[src/ptc_pkg.sv]
package ptc_pkg;

	localparam int unsigned NUM_TRIM = 6;
	localparam int unsigned CFG_IDX_W = 3;
	localparam int unsigned DIV_STAGES = 32;

	localparam logic [31:0] OFFSET_TFINE = 32'd64000;
	localparam logic [31:0] PRESS_BASE = 32'd1048576;
	localparam logic [31:0] PRESS_SCALE = 32'd3125;
	localparam logic [31:0] SPLIT_LIMIT = 32'h8000_0000;
	localparam logic [31:0] DIV_BASE = 32'd32768;

	typedef enum logic [CFG_IDX_W-1:0] {
		REG_T1_T2 = 3'd0,
		REG_T3_P1 = 3'd1,
		REG_P2_P3 = 3'd2,
		REG_P4_P5 = 3'd3,
		REG_P6_P7 = 3'd4,
		REG_P8_P9 = 3'd5
	} ptc_reg_t;

	typedef struct packed {
		logic [19:0] raw_pressure;
		logic [19:0] raw_temperature;
	} ptc_in_t;

	typedef struct packed {
		logic [31:0] pressure_pa;
		logic signed [31:0] fine_temperature;
		logic divisor_zero;
	} ptc_out_t;

	// trim words, each widened to 32 bits
	typedef struct packed {
		logic [31:0] t1;
		logic [31:0] t2;
		logic [31:0] t3;
		logic [31:0] p1;
		logic [31:0] p2;
		logic [31:0] p3;
		logic [31:0] p4;
		logic [31:0] p5;
		logic [31:0] p6;
		logic [31:0] p7;
		logic [31:0] p8;
		logic [31:0] p9;
	} ptc_trim_t;

	// word handed from front to back through the queue
	typedef struct packed {
		logic [31:0] dividend;
		logic [31:0] divisor;
		logic split;
		logic zero;
		logic [31:0] tfine;
	} ptc_div_t;

	function automatic logic [31:0] sar(input logic [31:0] v, input int unsigned s);
		return $unsigned($signed(v) >>> s);
	endfunction

	function automatic logic [31:0] sext16(input logic [15:0] v);
		return {{16{v[15]}}, v};
	endfunction

	// one restoring divide step: returns {remainder, shifted dividend/quotient}
	function automatic logic [63:0] div_step(input logic [31:0] rem, input logic [31:0] dq,
			input logic [31:0] den);
		logic [32:0] r;
		logic ge;
		logic [32:0] diff;
		r = {rem, dq[31]};
		diff = r - {1'b0, den};
		ge = (r >= {1'b0, den});
		return {(ge ? diff[31:0] : r[31:0]), dq[30:0], ge};
	endfunction

endpackage

[src/ptc_queue.sv]
module ptc_queue import ptc_pkg::*; (
	input logic clk,
	input logic arst_n,
	input logic push,
	input ptc_div_t push_word,
	input logic pop,
	output ptc_div_t pop_word,
	output logic full,
	output logic empty
);

	localparam int unsigned DEPTH = 4;
	localparam int unsigned PW = $clog2(DEPTH);

	ptc_div_t mem_q [DEPTH];
	logic [PW-1:0] wr_q, rd_q;
	logic [PW:0] cnt_q;

	assign full = (cnt_q == (PW+1)'(DEPTH));
	assign empty = (cnt_q == '0);
	assign pop_word = mem_q[rd_q];

	always_ff @(posedge clk or negedge arst_n) begin
		if (!arst_n) begin
			wr_q <= '0;
			rd_q <= '0;
			cnt_q <= '0;
		end else begin
			if (push) wr_q <= wr_q + 1'b1;
			if (pop) rd_q <= rd_q + 1'b1;
			if (push && !pop) cnt_q <= cnt_q + 1'b1;
			else if (pop && !push) cnt_q <= cnt_q - 1'b1;
		end
	end

	always_ff @(posedge clk) begin
		if (push) mem_q[wr_q] <= push_word;
	end

endmodule

[config.mk]
export PLATFORM = sky130hd
export DESIGN_NAME = ptc_queue
export DESIGN_NICKNAME = d
export VERILOG_FILES = /design/src/ptc_pkg.sv /design/src/ptc_queue.sv
export SDC_FILE = /design/constraint.sdc
export NUM_CORES = 1
export LEC_CHECK = 0
export BUFFER_PORTS_ARGS = -buffer_cell sky130_fd_sc_hd__buf_2
export CORE_UTILIZATION = 51
export CTS_CLUSTER_SIZE = 16
export DETAILED_ROUTE_END_ITERATION = 16
export GPL_TIMING_DRIVEN = 0
export PLACE_DENSITY = 0.75
export SLEW_MARGIN = 30
export SYNTH_ARGS = -nofsm -noshare
export SYNTH_HDL_FRONTEND = slang
export SYNTH_SLANG_ARGS = --single-unit
[constraint.sdc]
create_clock -name clk -period 3.21 [get_ports clk]
set_input_delay 0.642 -clock clk [delete_from_list [all_inputs] [get_ports clk]]
set_output_delay 0.642 -clock clk [all_outputs]
set_load 0.005 [all_outputs]
==> results.py, run 1 <==
metrics = {
    "clock_tree": {
        "clk-insertion-delay-late_ns": 0.52,
        "cts_root_buf": "clkbuf_16",
        "ctsHtreeMaxLevel": 2,
        "cts_resized": 0,
        "hold_buffers": 1,
        "clock_sinks": 399,
        "cts_made_buffers": 41,
        "cts_tree": "built",
        "clockBufferDepth": 3,
        "clkTransAtPathRegs_ns": 0.06,
        "cts_setup_buffers": 0,
    },
    "cells_and_area": {
        "layout-drive-gt1-share": 0.4619,
        "stdcell_area_um2": 17510,
        "syn2layout_area_growth_pct": 19.64,
        "final_nets": 907,
    },
    "synthesis": {
        "synthAdderAreaFrac": 0.005642,
        "yosys.area_share.simple": 0.003334,
        "netlist.area_leader.share": 0.8042,
        "seq_area_frac_synth": 0.8161,
        "synth_area_um2": 14640,
        "synth_xor_area_frac": 0.003590,
        "syn_area_per_cell_um2": 26.81,
        "yosys.area.top_type": "edfxtp_1",
        "synth_mux_area_frac": 0.1516,
        "syn_nets": 654,
        "ys_top_cells_by_area": "edfxtp_1 (80%), mux4_2 (15%), buf_12 (1.4%), dfrtp_1 (1.2%), ha_1 (0.43%)",
        "ys_warn_count": 0,
        "syn_inst": 546,
        "synth_cell_types": 19,
        "synth_seq_cells": 399,
        "synth_top_family_by_area": "multiplexers",
        "synth-compound-area-share": 0.0003419,
    },
    "route": {
        "viasPerCell": 5.420,
        "num_vias": 6553,
        "routedWlPerCell_um": 22.08,
        "drcViolationCount": 0,
        "firstDrtPassIters": 4,
        "drt_iter0_markers": 527,
        "drt-total-wl_mm": 26.69,
        "ant_nets": 0,
    },
    "worst_setup_path": {
        "r2r_slack_ns": 1.18,
        "endpoint_kind": "output pin",
        "reg2reg_depth": 5,
        "worstPathMaxFanout": 10,
        "reg2reg_to": "mem_q[1][6]$_DFFE_PP_",
        "critPathLaunchType": "flop",
        "required_ns": 2.57,
        "path_class": "flop to output pin",
        "cp_data_arrival_time_ns": 2.14,
        "r2r_start": "wr_q[1]$_DFFE_PN0P_",
    },
    "grt": {
        "antenna_found_initial": 4,
        "grt_overflow": 0,
        "grt_pass1_vias": 7140,
        "grt_max_degree": 45,
        "grt_use_total": 0.1868,
        "grt_pass1_wl_mm": 40.29,
    },
    "power_and_ir_drop": {
        "vdd_ir_drop_max_mv": 0.9094,
        "finalPower_uw": 15760,
        "power.density_nw_per_um2": 899.9,
        "power_leakage_uw": 0.006021,
    },
    "timing": {
        "rsz0062_at_grt": "no",
        "period_share": 0.8665,
        "setup_viol": 0,
        "drv_slew": 0,
        "hold_viol_final": 0,
        "worst_pin_slew_ns": 0.4839,
        "period_needed_ns": 2.781,
        "fmax_ghz": 0.3595,
        "skew_ns": 0.01471,
        "max_slew_margin": 0.6774,
    },
    "floorplanning": {
        "std_cell_rows": 61,
        "ios": 202,
        "die_area_um2": 29380,
        "core_area_um2": 28010,
        "start_util": 0.5226,
        "die_width_um": 171.4,
        "die_h_um": 171.4,
    },
    "worst_hold_path": {
        "holdCritStartpoint": "push_word[71]",
        "holdPathEnd": "mem_q[0][71]$_DFFE_PP_",
        "worstHoldPathType": "primary input to flop",
        "hold_depth": 1,
    },
    "place": {
        "gp_congestion": 0.7209,
        "dpl.hpwl_mm": 16.88,
        "portBuffers": 201,
        "placed_area_um2": 16320,
    },
    "status": {
        "status": "completed",
    },
    "run": {
        "max_cap_viol_count": 0,
    },
}
[cells in the mapped netlist, drive strengths merged]
| cell type | count |
|---|---|
| inv | 4 |
| xnor2 | 2 |
| nor2 | 1 |
| buf | 22 |
| dfrtp | 7 |
| xor2 | 4 |
| o21ai | 1 |
| nand2 | 2 |
| edfxtp | 392 |
| fa | 1 |
| mux4 | 98 |
| nor3b | 1 |
| mux2 | 1 |
| and2 | 4 |
| ha | 5 |
| nor3 | 1 |
[sequential cells by signal (all words and copies together) (netlist names)]
signal and cells:
mem_q 392, wr_q 2, cnt_q 3, rd_q 2
[worst max-delay path by stage]
stage                                  end  cells past startpoint  slack (ns)                start
floorplan            mem_q[0][0]$_DFFE_PP_                      1        0.90                 push
global placement    mem_q[1][18]$_DFFE_PP_                      2       -0.05                 push
detailed placement            pop_word[66]                      5        0.89  rd_q[1]$_DFFE_PN0P_
CTS                           pop_word[66]                      5        0.33  rd_q[1]$_DFFE_PN0P_
global route                  pop_word[71]                      5        0.30  rd_q[1]$_DFFE_PN0P_
finish                        pop_word[66]                      5        0.43  rd_q[1]$_DFFE_PN0P_
[layer usage]
| layer | share of wire | vias to the layer above | global-route usage |
|---|---|---|---|
| met5 | 0.00049 | - | 0 |
| met4 | 0.025 | 2 | 0.05978 |
| met3 | 0.073 | 57 | 0.05338 |
| met2 | 0.52 | 197 | 0.3203 |
| met1 | 0.39 | 3429 | 0.2297 |
| li1 | - | 2868 | - |
[layout by cell type (no fill, tap or decap), drive strengths merged]
cell | synthesis | layout
edfxtp | 392 | 392
buf | 22 | 231
mux4 | 98 | 98
clkbuf | 0 | 52
clkinv | 0 | 18
dfrtp | 7 | 7
ha | 5 | 5
diode | 0 | 4
inv | 4 | 4
and2 | 4 | 4
xor2 | 4 | 4
xnor2 | 2 | 2
nand2 | 2 | 2
nor3 | 1 | 1
nor3b | 1 | 1
mux2 | 1 | 1
o21ai | 1 | 1
nor2 | 1 | 1
fa | 1 | 1
bufinv | 0 | 1
dlygate4sd3 | 0 | 1
[kinds of logic after synthesis]
family / after synthesis
flops: 399
mux: 99
buf+inv: 26
simple gates: 9
xor+xnor: 6
fa+ha+maj: 6
compound gates: 1
[area by class of cell]
| class | instances | area, um2 |
|---|---|---|
| Clock buffer | 52 | 1067 |
| Tap cell | 378 | 473.0 |
| Timing Repair Buffer | 210 | 1206 |
| Multi-Input combinational cell | 121 | 2417 |
| Inverter | 4 | 15.01 |
| Fill cell | 1935 | 10500 |
| Buffer | 22 | 269.0 |
| Clock inverter | 19 | 108.9 |
| Antenna cell | 4 | 10.01 |
| Sequential cell | 399 | 11950 |
[per-stage QoR]
stage | std cells | setup TNS, ns | hold WS (ns) | utilization | worst slack, ns
finish | 1209 | 0 | 0.3337 | 0.6252 | 0.4286
global route | 1205 | 0 | 0.3182 | 0.6249 | 0.2995
CTS | 1205 | 0 | 0.3131 | 0.6249 | 0.3255
detailed placement | 1133 | 0 | 0.4826 | 0.5825 | 0.8864
global placement | 1125 | -17.39 | 0.4719 | 0.5756 | -0.05487
floorplan | 546 | 0 | 0.3464 | - | 0.9029
[power by group]
| group | internal [uW] | switching (uW) | total (uW) |
|---|---|---|---|
| clock | 2410 | 1770 | 4190 |
| combinational | 2330 | 2210 | 4540 |
| sequential | 6810 | 224 | 7030 |
| total | 11600 | 4210 | 15800 |
[critical path, cell delays in order, from the launching register on]
cell and delay [ns]:
dfrtp_1 0.32, buf_2 0.26, buf_4 0.26, buf_2 0.29, mux4_2 0.36, buf_2 0.14
No activity file was read; power rests on OpenSTA's default activity.
==> run 2, diff against run 1 <==
- CORE_UTILIZATION: 51 -> 61
- PLACE_DENSITY: 0.75 -> 0.84
- clock period: 3.21 -> 3.6 ns (I/O delays scaled with it)
==> run 2 against run 1 <==
Final cell count down 5.5%. Combinational power decreased by 10%. Clock skew hardly changed. Critical path type unchanged. Clock-buffer cell count rose by 5. Flip-flop and latch count unchanged. Sequential share of layout area up 0.55 points. Total power decreased by 11%.
==> results.py, run 2 (synthesis gave the netlist of run 1 again) <==
metrics = {
    "status": {
        "status": "completed",
    },
    "floorplanning": {
        "core_area_um2": 23470,
        "die_width_um": 156.9,
        "start_util": 0.6236,
        "std_cell_rows": 56,
        "ios": 202,
        "die_h_um": 156.9,
        "die_area_um2": 24620,
    },
    "place": {
        "gp_congestion": 0.7791,
        "portBuffers": 201,
        "dpl.hpwl_mm": 16.65,
    },
    "worst_hold_path": {
        "worstHoldPathType": "primary input to async pin",
    },
    "clock_tree": {
        "ctsHtreeMaxLevel": 2,
        "cts_root_buf": "clkbuf_16",
        "hold_buffers": 0,
        "clkTransAtPathRegs_ns": 0.06,
        "cts_resized": 0,
        "cts_made_buffers": 38,
        "cts_tree": "built",
        "clockBufferDepth": 3,
        "clk-insertion-delay-late_ns": 0.50,
        "clock_sinks": 399,
        "cts_setup_buffers": 0,
    },
    "power_and_ir_drop": {
        "power_leakage_uw": 0.005991,
        "vdd_ir_drop_max_mv": 0.8003,
        "power.density_nw_per_um2": 808.9,
    },
    "cells_and_area": {
        "syn2layout_area_growth_pct": 18.68,
        "largest_register": "mem_q",
        "layout_common_cells": "edfxtp_1 (392), buf_2 (211), mux4_2 (98), clkbuf_16 (41), buf_12 (18)",
        "layout-drive-gt1-share": 0.4629,
        "top_regs": "mem_q: 392 flops, cnt_q: 3 flops",
        "largest_reg_flops": 392,
        "final_nets": 903,
        "final_common_cell": "edfxtp_1",
        "fin_util": 0.7401,
    },
    "route": {
        "drt_iter0_markers": 460,
        "num_vias": 6695,
        "drt-total-wl_mm": 27.61,
        "viasPerCell": 5.857,
        "drcViolationCount": 0,
        "routedWlPerCell_um": 24.16,
        "firstDrtPassIters": 4,
        "ant_nets": 0,
    },
    "worst_setup_path": {
        "startpoint": "rd_q[1]$_DFFE_PN0P_",
        "cp_data_arrival_time_ns": 2.17,
        "worstPathMaxFanout": 10,
        "required_ns": 2.88,
        "path_class": "flop to output pin",
        "r2r_start": "wr_q[0]$_DFFE_PN0P_",
        "critPathLaunchType": "flop",
        "endpoint_kind": "output pin",
    },
    "timing": {
        "period_share": 0.8037,
        "hold_viol_final": 0,
        "worst_pin_slew_ns": 0.5499,
        "period_needed_ns": 2.893,
        "skew_ns": 0.01450,
        "rsz0062_at_grt": "no",
        "max_slew_margin": 0.6334,
        "hold_slack_ns": 0.03717,
        "drv_slew": 0,
        "setup_viol": 0,
        "fmax_ghz": 0.3456,
    },
    "grt": {
        "grt_use_total": 0.2311,
        "grt_overflow": 0,
        "grt_pass1_vias": 7125,
        "grt_pass1_wl_mm": 40.80,
        "grt_max_degree": 39,
        "antenna_found_initial": 4,
    },
    "run": {
        "max_cap_viol_count": 0,
    },
}
run 2: cell types whose count changed in the layout (fill, tap and decap cells not counted), moves of 2 or more:
cell / before / now
clkinv_2: 5 / 3
buf_16: 4 / 0
clkinv_1: 12 / 7
clkbuf_1: 11 / 14
buf_12: 14 / 18
clkbuf_8: 0 / 2
diode_2: 4 / 1
run 2: worst paths after layout:
check	endpoint	slack, ns	cells after the start
worst max-delay path	pop_word[69]	0.71	5
worst min-delay path	cnt_q[0]$_DFFE_PN0P_	0.04	1
worst max register to register	mem_q[2][34]$_DFFE_PP_	1.48	5
worst min register to register	cnt_q[2]$_DFFE_PN0P_	0.52	1
max in group asynchronous	wr_q[1]$_DFFE_PN0P_	3.41	1
min in group clk	rd_q[0]$_DFFE_PN0P_	0.42	2
run 2: worst max-delay path, stage by stage (launching register included):
cell and delay, ns:
dfrtp_1 0.32, buf_2 0.25, buf_4 0.26, buf_2 0.30, mux4_2 0.38, buf_2 0.15
run 2: layout make-up:
class	count	area (um2)
Sequential cell	399	11950
Fill cell	1284	6101
Multi-Input combinational cell	121	2417
Timing Repair Buffer	209	1166
Clock buffer	57	1106
Tap cell	319	399.1
Buffer	22	269.0
Clock inverter	11	50.05
Inverter	4	15.01
Antenna cell	1	2.502
run 2: layer usage:
layer	global-route usage	routed length, um	vias up
li1	-	-	2858
met1	0.2982	10390	3479
met2	0.3833	14200	298
met3	0.06553	2346	56
met4	0.07656	647	4
met5	0	27	-
run 2: where the power goes:
group	internal (uW)	switching (uW)
combinational	2070	2010
sequential	6070	231
clock	2120	1550
run 2: through the flow:
stage	cell area, um2	worst slack [ns]	power [uW]	instances	TNS (ns)
final	17370	0.7066	14050	1143	0
after global routing	17370	0.6295	14660	1143	0
after CTS	17370	0.6663	14220	1142	0
after detailed placement	16210	1.204	10490	1074	0
after global placement	16040	-1.545	10330	1066	-597.85
after floorplan	14640	0.1482	8906	546	0
==> run 3, diff against run 2 <==
- CORE_UTILIZATION: 61 -> 57
- PLACE_DENSITY: 0.84 -> 0.79
- clock period: 3.6 -> 2.75 ns (I/O delays scaled with it)
==> run 3 against run 2 <==
Register-to-register slack worse by 0.86 ns. Sequential power is 30% higher. Clock power grew 41%. Critical path depth shrank 1. Die area increased by 6.9%. Total power up 33%. Routed wire length is 3.5% lower. Via count shrank 2.0%. Clock-buffer cell count decreased by 10. Sequential share of layout area decreased by 0.50 points. First-iteration DRC count rose by 3.9%. Setup slack lost 0.53 ns. Largest cell class unchanged.
==> results.py, run 3 (synthesis gave the netlist of run 1 again) <==
metrics = {
    "timing": {
        "fmax_ghz": 0.3884,
        "rsz0062_at_grt": "no",
        "skew_ns": 0.01984,
        "tns_ns": 0,
        "period_share": 0.9363,
        "worst_slack_ns": 0.1751,
        "period_needed_ns": 2.575,
        "drv_slew": 0,
        "max_slew_margin": 0.6472,
        "setup_viol": 0,
        "worst_pin_slew_ns": 0.5292,
        "hold_viol_final": 0,
    },
    "place": {
        "gp_congestion": 0.7560,
        "placed_area_um2": 16230,
        "portBuffers": 201,
        "dpl.hpwl_mm": 16.86,
        "post-place-ws_ns": 0.5268,
    },
    "cells_and_area": {
        "largest_reg_flops": 392,
        "largest_register": "mem_q",
        "final_common_cell": "edfxtp_1",
        "final_nets": 904,
        "layout_common_cells": "edfxtp_1 (392), buf_2 (210), mux4_2 (98), clkbuf_16 (41), buf_12 (18)",
        "top_regs": "mem_q: 392 flops, cnt_q: 3 flops",
        "fin_util": 0.6949,
        "syn2layout_area_growth_pct": 19.55,
        "stdcell_area_um2": 17500,
        "layout-drive-gt1-share": 0.4722,
    },
    "worst_setup_path": {
        "critPathLaunchType": "flop",
        "cp.depth": 4,
        "cpLargestDelayFamily": "buffers and inverters",
        "required_ns": 2.20,
        "cp_num_buf_inv": 3,
        "r2r_start": "wr_q[0]$_DFFE_PN0P_",
        "reg2reg_to": "mem_q[2][10]$_DFFE_PP_",
        "crit_chain": "buf_6, buf_12, mux4_2, buf_2",
        "endpoint_kind": "output pin",
        "reg2reg_depth": 5,
        "cp_data_arrival_time_ns": 2.02,
        "path_class": "flop to output pin",
        "worstPathMaxFanout": 10,
        "crit_slowest_cell": "mux4_2",
        "r2r_slack_ns": 0.62,
        "slowest_delay_ns": 0.54,
    },
    "worst_hold_path": {
        "holdCritStartpoint": "push_word[88]",
        "holdPathEnd": "mem_q[2][88]$_DFFE_PP_",
        "worstHoldPathType": "primary input to flop",
        "hold_depth": 1,
    },
    "clock_tree": {
        "clkTransAtPathRegs_ns": 0.06,
        "clk-insertion-delay-late_ns": 0.51,
        "cts_setup_buffers": 0,
        "ctsHtreeMaxLevel": 2,
        "cts_made_buffers": 39,
        "cts_resized": 0,
        "cts_root_buf": "clkbuf_16",
        "clock_sinks": 399,
        "clockBufferDepth": 3,
        "cts_tree": "built",
    },
    "floorplanning": {
        "core_area_um2": 25180,
        "die_area_um2": 26330,
        "die_h_um": 162.3,
        "ios": 202,
        "start_util": 0.5813,
        "die_width_um": 162.3,
        "std_cell_rows": 58,
    },
    "power_and_ir_drop": {
        "finalPower_uw": 18670,
        "power_leakage_uw": 0.006057,
        "vdd_ir_drop_max_mv": 0.6989,
        "power.density_nw_per_um2": 1067,
    },
    "grt": {
        "grt_pass1_vias": 7048,
        "grt_use_total": 0.2084,
        "grt_pass1_wl_mm": 40.47,
        "grt_max_degree": 39,
        "grt_overflow": 0,
        "antenna_found_initial": 5,
    },
    "route": {
        "drt-total-wl_mm": 26.65,
        "drt_iter0_markers": 478,
        "routedWlPerCell_um": 23.02,
        "drcViolationCount": 0,
        "num_vias": 6560,
        "ant_nets": 0,
        "viasPerCell": 5.665,
        "firstDrtPassIters": 4,
    },
    "status": {
        "status": "completed",
    },
    "run": {
        "max_cap_viol_count": 0,
    },
}
-- run 3: cell count changes in the layout (fill, tap and decap cells not counted), sizes merged --
cell,previous run,this run
clkbuf,57,47
buf,231,230
diode,1,2
bufinv,0,4
clkinv,11,20
dlygate4sd3,0,1
-- run 3: layer usage --
layer  global-route usage  wire, um
met4              0.05317       381
met2               0.3444     13580
met5                    0        27
met1               0.2799     10750
met3              0.05337      1912
-- run 3: repair_timing --
item                       in CTS  in global routing
hold buffers                    1                  0
hold endpoints to repair        7                  0
setup endpoints to repair      10                  0
-- run 3: worst max-delay path by stage --
stage | from | endpoint | slack, ns
2_1_floorplan | wr_q[0]$_DFFE_PN0P_ | mem_q[2][0]$_DFFE_PP_ | 0.48
3_3_place_gp | push | mem_q[2][37]$_DFFE_PP_ | -0.44
3_5_place_dp | rd_q[1]$_DFFE_PN0P_ | pop_word[74] | 0.53
4_1_cts | rd_q[0]$_DFFE_PN0P_ | pop_word[30] | 0.12
5_1_grt | rd_q[1]$_DFFE_PN0P_ | pop_word[94] | 0.1
6_report | rd_q[0]$_DFFE_PN0P_ | pop_word[30] | 0.18
-- run 3: final cells by class --
type | count | area, um2
sequential | 399 | 11950
fill | 1462 | 7682
multi-input combinational | 121 | 2417
timing repair buffer | 210 | 1176
clock buffer | 47 | 1049
tap | 330 | 412.9
buffer | 21 | 264.0
clock inverter | 24 | 214.0
inverter | 4 | 15.01
antenna | 2 | 5.005
-- run 3: per-stage QoR --
stage | std cells | hold slack, ns
after global routing | 1156 | 0.2346
after CTS | 1156 | 0.2276
after global placement | 1077 | 0.3864
final | 1158 | 0.2501
after floorplan | 546 | 0.2544
after detailed placement | 1085 | 0.4040
-- run 3: power breakdown --
group          internal (uW)  switching [uW]
registers               7940             276
logic                   2700            2570
clock network           3090            2090
